[config.mk]
export PLATFORM = sky130hd
export DESIGN_NAME = window_lifter_controller_top_flat
export DESIGN_NICKNAME = d
export VERILOG_FILES = /design/src/hw/rtl/wlc_pkg.sv /design/src/hw/rtl/wlc_in_if.sv /design/src/hw/rtl/wlc_out_if.sv /design/src/hw/rtl/wlc_cfg_if.sv /design/src/hw/rtl/wlc_cfg.sv /design/src/hw/rtl/wlc_core.sv /design/src/hw/rtl/wlc_out_reg.sv /design/src/hw/rtl/window_lifter_controller_top.sv /design/src/flat_wrapper.sv
export SDC_FILE = /design/constraint.sdc
export NUM_CORES = 1
export LEC_CHECK = 0
export BUFFER_PORTS_ARGS = -buffer_cell sky130_fd_sc_hd__buf_4
export CORE_ASPECT_RATIO = 0.9
export CORE_MARGIN = 4
export CORE_UTILIZATION = 30
export CTS_CLUSTER_DIAMETER = 120
export DETAILED_ROUTE_END_ITERATION = 10
export SETUP_SLACK_MARGIN = 0.05
export SYNTH_ARGS = -nofsm -noshare
export SYNTH_HDL_FRONTEND = slang
export SYNTH_SLANG_ARGS = --single-unit
[constraint.sdc]
create_clock -name clk -period 11.3 [get_ports clk]
set_clock_uncertainty 0.15 [all_clocks]
set_input_delay 2.825 -clock clk [delete_from_list [all_inputs] [get_ports clk]]
set_output_delay 2.825 -clock clk [all_outputs]
set_load 0.03 [all_outputs]
[src/hw/rtl/wlc_pkg.sv]
// Shared types, register indexes and reset values of the window lifter controller.
package wlc_pkg;

  localparam int DEF_SEGMENTS = 10;

  localparam int CFG_IDX_W  = 2;
  localparam int CFG_DATA_W = 16;
  localparam int OPEN_W     = 4;
  localparam int BAR_W      = 10;

  localparam logic [CFG_IDX_W-1:0] REG_DEBOUNCE   = 2'd0;
  localparam logic [CFG_IDX_W-1:0] REG_DECIDE     = 2'd1;
  localparam logic [CFG_IDX_W-1:0] REG_STEP       = 2'd2;
  localparam logic [CFG_IDX_W-1:0] REG_PINCH_HOLD = 2'd3;

  localparam logic [7:0]  RST_DEBOUNCE   = 8'd10;
  localparam logic [15:0] RST_DECIDE     = 16'd500;
  localparam logic [15:0] RST_STEP       = 16'd400;
  localparam logic [15:0] RST_PINCH_HOLD = 16'd5000;

  typedef enum logic [10:0] {
    PH_IDLE        = 11'b000_0000_0001,
    PH_DEB_DOWN    = 11'b000_0000_0010,
    PH_DEB_UP      = 11'b000_0000_0100,
    PH_DECIDE_DOWN = 11'b000_0000_1000,
    PH_DECIDE_UP   = 11'b000_0001_0000,
    PH_MAN_DOWN    = 11'b000_0010_0000,
    PH_AUTO_DOWN   = 11'b000_0100_0000,
    PH_MAN_UP      = 11'b000_1000_0000,
    PH_AUTO_UP     = 11'b001_0000_0000,
    PH_PINCH_OPEN  = 11'b010_0000_0000,
    PH_PINCH_HOLD  = 11'b100_0000_0000
  } phase_t;

  typedef struct packed {
    logic [7:0]  debounce_ticks;
    logic [15:0] decide_ticks;
    logic [15:0] step_ticks;
    logic [15:0] pinch_hold_ticks;
  } cfg_regs_t;

  typedef struct packed {
    logic [OPEN_W-1:0] open_level;
    logic [BAR_W-1:0]  segment_bar;
    logic              moving_down;
    logic              moving_up;
    logic              down_request_active;
    logic              up_request_active;
    logic              pinch_active;
  } result_t;

endpackage

[src/hw/rtl/wlc_in_if.sv]
// Input item channel: button and pinch sensor levels for one tick.
interface wlc_in_if;
  logic valid;
  logic ready;
  logic down_pressed;
  logic up_pressed;
  logic pinch_sensed;

  modport source (output valid, output down_pressed, output up_pressed,
                  output pinch_sensed, input ready);
  modport sink (input valid, input down_pressed, input up_pressed,
                input pinch_sensed, output ready);
endinterface

[src/hw/rtl/wlc_out_if.sv]
// Result item channel: window level, segment bar and indicators.
interface wlc_out_if;
  logic                       valid;
  logic                       ready;
  logic [wlc_pkg::OPEN_W-1:0] open_level;
  logic [wlc_pkg::BAR_W-1:0]  segment_bar;
  logic                       moving_down;
  logic                       moving_up;
  logic                       down_request_active;
  logic                       up_request_active;
  logic                       pinch_active;

  modport source (output valid, output open_level, output segment_bar,
                  output moving_down, output moving_up, output down_request_active,
                  output up_request_active, output pinch_active, input ready);
  modport sink (input valid, input open_level, input segment_bar,
                input moving_down, input moving_up, input down_request_active,
                input up_request_active, input pinch_active, output ready);
endinterface

[src/hw/rtl/wlc_cfg_if.sv]
// Configuration write channel: register index and write data.
interface wlc_cfg_if;
  logic                           valid;
  logic                           ready;
  logic [wlc_pkg::CFG_IDX_W-1:0]  index;
  logic [wlc_pkg::CFG_DATA_W-1:0] data;

  modport source (output valid, output index, output data, input ready);
  modport sink (input valid, input index, input data, output ready);
endinterface

[src/hw/rtl/wlc_cfg.sv]
// Configuration register file of the window lifter controller.
module wlc_cfg (
  input  logic               clk,
  input  logic               rst,
  wlc_cfg_if.sink            cfg,
  output wlc_pkg::cfg_regs_t regs
);

  assign cfg.ready = 1'b1;

  always_ff @(posedge clk) begin
    if (rst) begin
      regs.debounce_ticks   <= wlc_pkg::RST_DEBOUNCE;
      regs.decide_ticks     <= wlc_pkg::RST_DECIDE;
      regs.step_ticks       <= wlc_pkg::RST_STEP;
      regs.pinch_hold_ticks <= wlc_pkg::RST_PINCH_HOLD;
    end else if (cfg.valid) begin
      unique case (cfg.index)
        wlc_pkg::REG_DEBOUNCE:   regs.debounce_ticks   <= cfg.data[7:0];
        wlc_pkg::REG_DECIDE:     regs.decide_ticks     <= cfg.data;
        wlc_pkg::REG_STEP:       regs.step_ticks       <= cfg.data;
        wlc_pkg::REG_PINCH_HOLD: regs.pinch_hold_ticks <= cfg.data;
        default: ;
      endcase
    end
  end

endmodule

[src/hw/rtl/wlc_core.sv]
// Controller state registers, per-tick next-state logic and result decode.
module wlc_core #(
  parameter int SEGMENTS = wlc_pkg::DEF_SEGMENTS
) (
  input  logic               clk,
  input  logic               rst,
  input  logic               accept,
  input  logic               down_pressed,
  input  logic               up_pressed,
  input  logic               pinch_sensed,
  input  wlc_pkg::cfg_regs_t regs,
  output wlc_pkg::result_t   result
);

  localparam int LVL_W = $clog2(SEGMENTS + 1);
  localparam logic [LVL_W-1:0] SEG_LVL = LVL_W'(SEGMENTS);

  wlc_pkg::phase_t  phase, phase_next, ph_a;
  logic [15:0]      tick_count, tick_count_next, tick_inc;
  logic [7:0]       press_count, press_count_next, press_inc;
  logic [LVL_W-1:0] window_level, window_level_next;
  logic             do_edge;
  logic             pinch_case;
  logic [LVL_W+3:0] lvl_ext;

  assign tick_inc   = (tick_count == 16'hFFFF) ? tick_count : tick_count + 16'd1;
  assign press_inc  = (press_count == 8'hFF) ? press_count : press_count + 8'd1;
  assign pinch_case = pinch_sensed && (phase == wlc_pkg::PH_DECIDE_UP ||
                      phase == wlc_pkg::PH_MAN_UP || phase == wlc_pkg::PH_AUTO_UP);

  always_comb begin
    ph_a              = phase;
    tick_count_next   = tick_count;
    press_count_next  = press_count;
    window_level_next = window_level;
    do_edge           = 1'b0;

    if (pinch_case) begin
      ph_a    = wlc_pkg::PH_PINCH_OPEN;
      do_edge = 1'b1;
    end else begin
      unique case (phase)
        wlc_pkg::PH_DEB_DOWN: begin
          if (down_pressed) begin
            if (press_inc >= regs.debounce_ticks) begin
              ph_a             = wlc_pkg::PH_DECIDE_DOWN;
              tick_count_next  = '0;
              press_count_next = '0;
            end else begin
              press_count_next = press_inc;
            end
          end else begin
            ph_a             = wlc_pkg::PH_IDLE;
            press_count_next = '0;
          end
        end
        wlc_pkg::PH_DEB_UP: begin
          if (up_pressed) begin
            if (press_inc >= regs.debounce_ticks) begin
              ph_a             = wlc_pkg::PH_DECIDE_UP;
              tick_count_next  = '0;
              press_count_next = '0;
            end else begin
              press_count_next = press_inc;
            end
          end else begin
            ph_a             = wlc_pkg::PH_IDLE;
            press_count_next = '0;
          end
        end
        wlc_pkg::PH_DECIDE_DOWN: begin
          tick_count_next = tick_inc;
          if (tick_inc >= regs.decide_ticks) begin
            ph_a    = down_pressed ? wlc_pkg::PH_MAN_DOWN : wlc_pkg::PH_AUTO_DOWN;
            do_edge = 1'b1;
          end
        end
        wlc_pkg::PH_DECIDE_UP: begin
          tick_count_next = tick_inc;
          if (tick_inc >= regs.decide_ticks) begin
            ph_a    = up_pressed ? wlc_pkg::PH_MAN_UP : wlc_pkg::PH_AUTO_UP;
            do_edge = 1'b1;
          end
        end
        wlc_pkg::PH_MAN_DOWN, wlc_pkg::PH_AUTO_DOWN, wlc_pkg::PH_MAN_UP,
        wlc_pkg::PH_AUTO_UP, wlc_pkg::PH_PINCH_OPEN: begin
          tick_count_next = tick_inc;
          do_edge         = (tick_inc >= regs.step_ticks);
        end
        wlc_pkg::PH_PINCH_HOLD: begin
          tick_count_next = tick_inc;
          if (tick_inc >= regs.pinch_hold_ticks) begin
            ph_a            = wlc_pkg::PH_IDLE;
            tick_count_next = '0;
          end
        end
        default: begin
          // idle: down button has priority; the first held tick counts as one
          ph_a             = wlc_pkg::PH_IDLE;
          tick_count_next  = '0;
          press_count_next = '0;
          if (down_pressed || up_pressed) begin
            if (8'd1 >= regs.debounce_ticks) begin
              ph_a = down_pressed ? wlc_pkg::PH_DECIDE_DOWN : wlc_pkg::PH_DECIDE_UP;
            end else begin
              ph_a             = down_pressed ? wlc_pkg::PH_DEB_DOWN : wlc_pkg::PH_DEB_UP;
              press_count_next = 8'd1;
            end
          end
        end
      endcase
    end

    phase_next = ph_a;
    if (do_edge) begin
      tick_count_next = '0;
      unique case (ph_a)
        wlc_pkg::PH_MAN_DOWN, wlc_pkg::PH_AUTO_DOWN: begin
          if ((ph_a == wlc_pkg::PH_MAN_DOWN && !down_pressed) || window_level >= SEG_LVL)
            phase_next = wlc_pkg::PH_IDLE;
          else
            window_level_next = window_level + LVL_W'(1);
        end
        wlc_pkg::PH_MAN_UP, wlc_pkg::PH_AUTO_UP: begin
          if ((ph_a == wlc_pkg::PH_MAN_UP && !up_pressed) || window_level == '0)
            phase_next = wlc_pkg::PH_IDLE;
          else
            window_level_next = window_level - LVL_W'(1);
        end
        wlc_pkg::PH_PINCH_OPEN: begin
          if (window_level >= SEG_LVL)
            phase_next = wlc_pkg::PH_PINCH_HOLD;
          else
            window_level_next = window_level + LVL_W'(1);
        end
        default: phase_next = wlc_pkg::PH_IDLE;
      endcase
    end
  end

  always_ff @(posedge clk) begin
    if (rst) begin
      phase        <= wlc_pkg::PH_IDLE;
      tick_count   <= '0;
      press_count  <= '0;
      window_level <= SEG_LVL;
    end else if (accept) begin
      phase        <= phase_next;
      tick_count   <= tick_count_next;
      press_count  <= press_count_next;
      window_level <= window_level_next;
    end
  end

  // result describes the state after this tick's update
  assign lvl_ext = {4'b0000, window_level_next};

  always_comb begin
    result.open_level = lvl_ext[wlc_pkg::OPEN_W-1:0];
    for (int i = 0; i < wlc_pkg::BAR_W; i++) begin
      result.segment_bar[i] = (i < SEGMENTS) && (lvl_ext <= (LVL_W + 4)'(i));
    end
    result.moving_down = (phase_next == wlc_pkg::PH_MAN_DOWN) ||
                         (phase_next == wlc_pkg::PH_AUTO_DOWN) ||
                         (phase_next == wlc_pkg::PH_PINCH_OPEN);
    result.moving_up = (phase_next == wlc_pkg::PH_MAN_UP) ||
                       (phase_next == wlc_pkg::PH_AUTO_UP);
    result.down_request_active = (phase_next == wlc_pkg::PH_DECIDE_DOWN) ||
                                 (phase_next == wlc_pkg::PH_MAN_DOWN) ||
                                 (phase_next == wlc_pkg::PH_AUTO_DOWN);
    result.pinch_active = (phase_next == wlc_pkg::PH_PINCH_OPEN) ||
                          (phase_next == wlc_pkg::PH_PINCH_HOLD);
    result.up_request_active = (phase_next == wlc_pkg::PH_DECIDE_UP) ||
                               (phase_next == wlc_pkg::PH_MAN_UP) ||
                               (phase_next == wlc_pkg::PH_AUTO_UP) ||
                               result.pinch_active;
  end

endmodule

[src/hw/rtl/wlc_out_reg.sv]
// Result register driving the output channel.
module wlc_out_reg (
  input  logic             clk,
  input  logic             rst,
  input  logic             load,
  input  wlc_pkg::result_t result,
  output logic             can_load,
  wlc_out_if.source        status
);

  logic             valid;
  wlc_pkg::result_t held;

  // the slot frees up in the same cycle the held item is taken
  assign can_load = !valid || status.ready;

  always_ff @(posedge clk) begin
    if (rst) begin
      valid <= 1'b0;
    end else if (load) begin
      valid <= 1'b1;
    end else if (status.ready) begin
      valid <= 1'b0;
    end
  end

  always_ff @(posedge clk) begin
    if (load) begin
      held <= result;
    end
  end

  assign status.valid               = valid;
  assign status.open_level          = held.open_level;
  assign status.segment_bar         = held.segment_bar;
  assign status.moving_down         = held.moving_down;
  assign status.moving_up           = held.moving_up;
  assign status.down_request_active = held.down_request_active;
  assign status.up_request_active   = held.up_request_active;
  assign status.pinch_active        = held.pinch_active;

endmodule

[src/hw/rtl/window_lifter_controller_top.sv]
// Window lifter controller: one tick item in, one status item out.
// The result of an item is registered and is valid in the cycle after the item is accepted.
// Throughput: one item per cycle; the output register is the only stage, so an item
// is taken whenever that register is empty or is being emptied in the same cycle.
// Reset (rst, synchronous): idle, counters zero, window fully open, timing registers
// at their defaults, no result pending.
module window_lifter_controller_top #(
  parameter int SEGMENTS = wlc_pkg::DEF_SEGMENTS
) (
  input logic       clk,
  input logic       rst,
  wlc_in_if.sink    cmd,
  wlc_out_if.source status,
  wlc_cfg_if.sink   cfg
);

  wlc_pkg::cfg_regs_t regs;
  wlc_pkg::result_t   result;
  logic               can_load;
  logic               accept;

  assign cmd.ready = can_load;
  assign accept    = cmd.valid && can_load;

  wlc_cfg u_cfg (
    .clk  (clk),
    .rst  (rst),
    .cfg  (cfg),
    .regs (regs)
  );

  wlc_core #(
    .SEGMENTS (SEGMENTS)
  ) u_core (
    .clk          (clk),
    .rst          (rst),
    .accept       (accept),
    .down_pressed (cmd.down_pressed),
    .up_pressed   (cmd.up_pressed),
    .pinch_sensed (cmd.pinch_sensed),
    .regs         (regs),
    .result       (result)
  );

  wlc_out_reg u_out (
    .clk      (clk),
    .rst      (rst),
    .load     (accept),
    .result   (result),
    .can_load (can_load),
    .status   (status)
  );

endmodule
[src/flat_wrapper.sv]
// flat-port wrapper written by rule: the top's interface ports become plain ports
module window_lifter_controller_top_flat 
#(
  parameter int SEGMENTS = wlc_pkg::DEF_SEGMENTS
)
  (clk, rst, cmd_valid, cmd_down_pressed, cmd_up_pressed, cmd_pinch_sensed, cmd_ready, status_valid, status_open_level, status_segment_bar, status_moving_down, status_moving_up, status_down_request_active, status_up_request_active, status_pinch_active, status_ready, cfg_valid, cfg_index, cfg_data, cfg_ready);
  wlc_in_if cmd_i ();
  wlc_out_if status_i ();
  wlc_cfg_if cfg_i ();
  input logic clk;
  input logic rst;
  input wire logic [$bits(cmd_i.valid)-1:0] cmd_valid;
  input wire logic [$bits(cmd_i.down_pressed)-1:0] cmd_down_pressed;
  input wire logic [$bits(cmd_i.up_pressed)-1:0] cmd_up_pressed;
  input wire logic [$bits(cmd_i.pinch_sensed)-1:0] cmd_pinch_sensed;
  output wire logic [$bits(cmd_i.ready)-1:0] cmd_ready;
  output wire logic [$bits(status_i.valid)-1:0] status_valid;
  output wire logic [$bits(status_i.open_level)-1:0] status_open_level;
  output wire logic [$bits(status_i.segment_bar)-1:0] status_segment_bar;
  output wire logic [$bits(status_i.moving_down)-1:0] status_moving_down;
  output wire logic [$bits(status_i.moving_up)-1:0] status_moving_up;
  output wire logic [$bits(status_i.down_request_active)-1:0] status_down_request_active;
  output wire logic [$bits(status_i.up_request_active)-1:0] status_up_request_active;
  output wire logic [$bits(status_i.pinch_active)-1:0] status_pinch_active;
  input wire logic [$bits(status_i.ready)-1:0] status_ready;
  input wire logic [$bits(cfg_i.valid)-1:0] cfg_valid;
  input wire logic [$bits(cfg_i.index)-1:0] cfg_index;
  input wire logic [$bits(cfg_i.data)-1:0] cfg_data;
  output wire logic [$bits(cfg_i.ready)-1:0] cfg_ready;
  assign cmd_i.valid = cmd_valid;
  assign cmd_i.down_pressed = cmd_down_pressed;
  assign cmd_i.up_pressed = cmd_up_pressed;
  assign cmd_i.pinch_sensed = cmd_pinch_sensed;
  assign cmd_ready = cmd_i.ready;
  assign status_valid = status_i.valid;
  assign status_open_level = status_i.open_level;
  assign status_segment_bar = status_i.segment_bar;
  assign status_moving_down = status_i.moving_down;
  assign status_moving_up = status_i.moving_up;
  assign status_down_request_active = status_i.down_request_active;
  assign status_up_request_active = status_i.up_request_active;
  assign status_pinch_active = status_i.pinch_active;
  assign status_i.ready = status_ready;
  assign cfg_i.valid = cfg_valid;
  assign cfg_i.index = cfg_index;
  assign cfg_i.data = cfg_data;
  assign cfg_ready = cfg_i.ready;
  window_lifter_controller_top #(.SEGMENTS(SEGMENTS)) u_core (.clk(clk), .rst(rst), .cmd(cmd_i), .status(status_i), .cfg(cfg_i));
endmodule
# Word level (Yosys, flattened, before mapping)
# Cells that the tools add are included.
[totals]
register_bits = 115
inputBits = 26
mem_count = 0
romBits = 0
wordCells = 151
output_inout_bits = 22
latchBits = 0
mem_bits_rw = 0
[classes]
bitwise = 2
reduce_logical = 37
n_eq_ne = 31
n_mul = 0
n_addsub = 4
div = 0
shift = 0
order_cmp = 16
mux = 45
[op_table]
columns = ["operator", "n"]
rows = [
  ["2-to-1 mux 11 bit", 12],
  ["2-to-1 mux 16 bit", 7],
  ["case mux 11 bit (6 select lines)", 1],
  ["case mux 16 bit (4 select lines)", 1],
  ["greater-or-equal comparator 16 bit", 3],
  ["equality test 11 x 10 -> 1 bit, second input constant", 3],
  ["equality test 11 x 6 -> 1 bit, second input constant", 3],
  ["equality test 11 x 7 -> 1 bit, second input constant", 3],
  ["equality test 11 x 8 -> 1 bit, second input constant", 3],
  ["equality test 11 x 9 -> 1 bit, second input constant", 3],
  ["case mux 11 bit (3 select lines)", 1],
  ["2-to-1 mux 8 bit", 4],
  ["case mux 8 bit (3 select lines)", 1],
  ["equality test 11 bit, second input constant", 2],
  ["equality test 11 x 4 -> 1 bit, second input constant", 2],
  ["equality test 11 x 5 -> 1 bit, second input constant", 2],
  ["adder 16 x 1 -> 16 bit, second input constant", 1],
  ["equality test 16 bit, second input constant", 1],
  ["less-or-equal comparator 4 x 3 -> 1 bit, second input constant", 4],
  ["2-to-1 mux 4 bit", 4],
  ["logical OR 1 bit", 15],
  ["2-to-1 mux 5 bit", 3],
  ["case mux 4 bit (3 select lines)", 1],
  ["equality test 11 x 2 -> 1 bit, second input constant", 1],
  ["other kinds (33)", 54],
]

# Depth between registers and ports, before layout
[logic_depth]
depth_word = 17
mapped_depth = 19
ltp_nobuf = 17

# Modules after synthesis
# From an unflattened synthesis, not the netlist that was laid out.
[hier_totals]
cells_unflattened = 871
hier_area_um2 = 7528.5
[by_module_without_submodules]
columns = ["mod", "area_per_inst_um2", "seq_area_each_um2", "cells_per_inst", "instances"]
rows = [
  ["wlc_core", 4618.2, 780.7, 629, 1],
  ["wlc_cfg", 2287.2, 1121.1, 218, 1],
  ["wlc_out_reg", 616.8, 590.6, 23, 1],
  ["window_lifter_controller_top", 6.3, 0.0, 1, 1],
]

# Least setup slack after synthesis
# Ideal clock, no wire load.
[synth_path]
kind = "input -> output"
startpoint = "input port status_ready"
endpoint = "output port cmd_ready"
n_path_buf = 0
slack_ns = 5.202
required_ns = 8.325
path_stages = 1
t_arrival_ns = 3.123
path_cell_list = "nand2b_1"
[synth_between]
elab_chain_cells = 1
[synth_rtl]
columns = ["item", "line_no", "rtl"]
rows = [
  ["from (decl)", "flat_wrapper.sv:25", "input wire logic [$bits(status_i.ready)-1:0] status_ready;"],
  ["logical OR 1 bit", "wlc_out_reg.sv:15", "assign can_load = !valid || status.ready;"],
  ["to (decl)", "flat_wrapper.sv:16", "output wire logic [$bits(cmd_i.ready)-1:0] cmd_ready;"],
]
# Every way passes these cells.

# Final worst setup path
# Same ends and word-level chain as after synthesis.

==> metrics.txt <==
CP Launch Type primary input; Tmin final around 6.2 ns; CTS tree yes; Worst VDD drop 0.08434 mV; number of synthesized flops with an enable pin 19; remaining global-route overflow 0; clk_lat worst skew approximately 0.42 ns; Switch Pwr 0.2976 mW; antenna violations before repair 0; via count roughly 6200; period utilization 55.21%; cts bufs inserted 17; Post-Route M1 WL just over 9 mm; Comb pwr share between 10% and 20%; final worst slack 5.061 ns; Reg2Reg Launch Point u_core.u_core.tick_count[3]; critical path fanouts, max 3; Worst R2R Setup Slack 5.23 ns; Slew headroom 33.92%; post-CTS resize count 0; CTS Hold Bufs 0; Yosys top cell area share between 20% and 30%; static leakage 3.415 nW; Routed WL about 18 mm; top cells by area, synth dfxtp_1, ha_1, edfxtp_1; top_reg_cell synth dfxtp_1; clk sink count about 120; vias in the first global route 5919; commonest cells in the netlist nand2_1, dfxtp_1, a21oi_1; All-Layer GR Usage 14.28%; fraction of layout cells with a size suffix above 1 11.75%; pins over their slew limit 0; most common cell in the netlist nand2_1; Worst Max-Slew Pin Slew 0.9868 ns; CP required 8.33 ns; Hold Path End u_core.u_cfg.regs[13]; Reg clk slew, reported paths roughly 0.060 ns; worst path cell trace buf_4 -> nand2b_1 -> buf_4; DRT iter0 DRCs 373; core area approximately 0.023 mm²; die height approximately 150 µm; Yosys top cell by area dfxtp_1; final setup vio count 0; syn_area_per_cell 8.065 µm²; highest metal used met4; # IOs 48; RSZ-0062 raised after global routing no; Most common cell on crit path buf_4; synth warn 0; Reg power frac approximately two fifths; Area growth syn-to-layout 16.38%; final hold vios 0; die width between 150 and 200 µm; DIE AREA 0.02624 mm²; Final #Nets a little under 1000; Initial Util between 30 and 40%; Setup TNS Final 0 ns; DR DRC count 0; Met2 Wirelength slightly below 8 mm; CTS Buffer Depth 2; clock share of power 50.8%; R2R Path End u_core.u_core.tick_count[3]; metal3 WL roughly 880 µm; pwr/cell area 138.1 mW/mm²; first-pass GRT wire length around 31 mm; slowest CP cell buf_4; Max H-tree Level 4; Cell Area, Synth 0.007113 mm²; syn nets between 900 and 1000; nature of the critical path endpoint primary output; CP top delay family buffers and inverters; setup bufs post-CTS 0; Critical Path AT about 3.3 ns; Worst Reg-to-Reg Cells 17; Cell variety after synth between 70 and 80; cell count after synthesis just under 900; asr flop ratio synth 0%; CP max stage delay between 0.15 and 0.2 ns; Cell Int Power between 0.8 and 0.9 mW; pin count of the biggest net entering global routing between 70 and 80; max-cap check violation count 0; part of the Yosys area used for sequential elements between 30% and 40%; status finished clean; Hold Path Class reg2reg; wire length per cell around 15 µm; pre-CTS WS 5.056 ns; Final ANT Viol Nets 0; Final HPWL DP ~13 mm; IO buf count 46; gp weighted congestion 0.8560; DR vias/cell about 5; Worst Hold Depth 2; Worst Path Buf+Inv 2; worst hold start u_core.u_cfg.regs[13]; Pre-antenna DRT Iters 5; Critical Setup Path Class in2out; switching part of the total 26.03%; Antenna Cells 0; # rows 53; #FFs+latches synth about 120; Fmax achieved between 150 and 200 MHz; clock root buffer clkbuf_16
worst register-to-register path: cells and delay by family, from the launching register on:
kind	cells	cell delay, ns
AND/OR/NAND/NOR	9	2.81
flip-flops	1	0.44
XOR/XNOR	1	0.27
AO/OA/AOI/OAI	6	2.02
adder cells (fa/ha/maj)	1	0.31
power by group through the flow:
stage	Combinational, mW	Sequential (mW)	Clock [mW]
CTS	0.119	0.445	0.594
detailed placement	0.118	0.454	0
global placement	0.117	0.453	0
finish	0.118	0.445	0.581
floorplan	0.0721	0.460	0
global route	0.131	0.447	0.611
worst max path at each step:
stage / slack (ns) / endpoint / cells after the start / start
after floorplan: 5.20 / cmd_ready / 1 / status_ready
after global placement: 5.06 / cmd_ready / 3 / status_ready
after detailed placement: 5.06 / cmd_ready / 3 / status_ready
after CTS: 5.06 / cmd_ready / 3 / status_ready
after global routing: 4.74 / u_core.u_core.tick_count[0] / 17 / u_core.u_core.tick_count[4]
final: 5.06 / cmd_ready / 3 / status_ready
metrics by stage:
stage	hold slack, ns	util, %	std cells	total power [mW]	area (µm²)
after floorplan	0.2863	-	882	0.5318	7113
after global placement	0.2925	32.77	1189	0.5703	7649
after detailed placement	0.2970	32.77	1189	0.5719	7649
after CTS	0.3052	35.46	1221	1.157	8278
after global routing	0.3263	35.46	1221	1.189	8278
final	0.3031	35.46	1221	1.143	8278
layer usage:
layer  GRT usage (%)  vias to the layer above
met5               0                        -
met4           4.068                        0
met3           3.625                       27
met2           21.80                      134
met1           19.94                     2863
li1                -                     3161
cell families after synthesis:
logic type	after synthesis	synth area share, %
simple gates	333	22.60
compound gates	226	20.56
flops	115	35.04
buf+inv	114	6.772
fa+ha+maj	61	10.73
xor+xnor	21	2.586
mux	11	1.653
other cells	1	0.05272
placed cells by master (no fill, tap or decap), types with 18 or more instances in the layout:
| master | instances |
|---|---|
| nand2_1 | 136 |
| dfxtp_1 | 96 |
| a21oi_1 | 86 |
| nor2_1 | 75 |
| inv_1 | 69 |
| ha_1 | 61 |
| buf_4 | 50 |
| o21ai_0 | 35 |
| edfxtp_1 | 19 |
| nand3_1 | 18 |
sequential cells by signal, indices dropped and copies added (netlist names):
signal and flops:
u_core.u_out.status.open_level 4, u_core.u_cfg.regs 56, u_core.u_out.status.up_request_active 1, u_core.u_out.status.pinch_active 1, u_core.u_out.status.moving_up 1, u_core.u_out.status.moving_down 1
u_core.u_out.status.valid 1, u_core.u_core.phase 11, u_core.u_out.status.down_request_active 1, u_core.u_core.tick_count 16, u_core.u_core.window_level 4, u_core.u_core.press_count 8
u_core.u_out.status.segment_bar 10
cell type report:
| class | count | area [µm²] |
|---|---|---|
| Inverter | 69 | 259.0 |
| Fill cell | 2440 | 15060 |
| Clock inverter | 15 | 203.9 |
| Multi-Input combinational cell | 653 | 4144 |
| Clock buffer | 17 | 425.4 |
| Sequential cell | 115 | 2492 |
| Timing Repair Buffer | 50 | 375.4 |
| Tap cell | 302 | 377.9 |
Note: power is estimated with default switching activity, not from simulation.
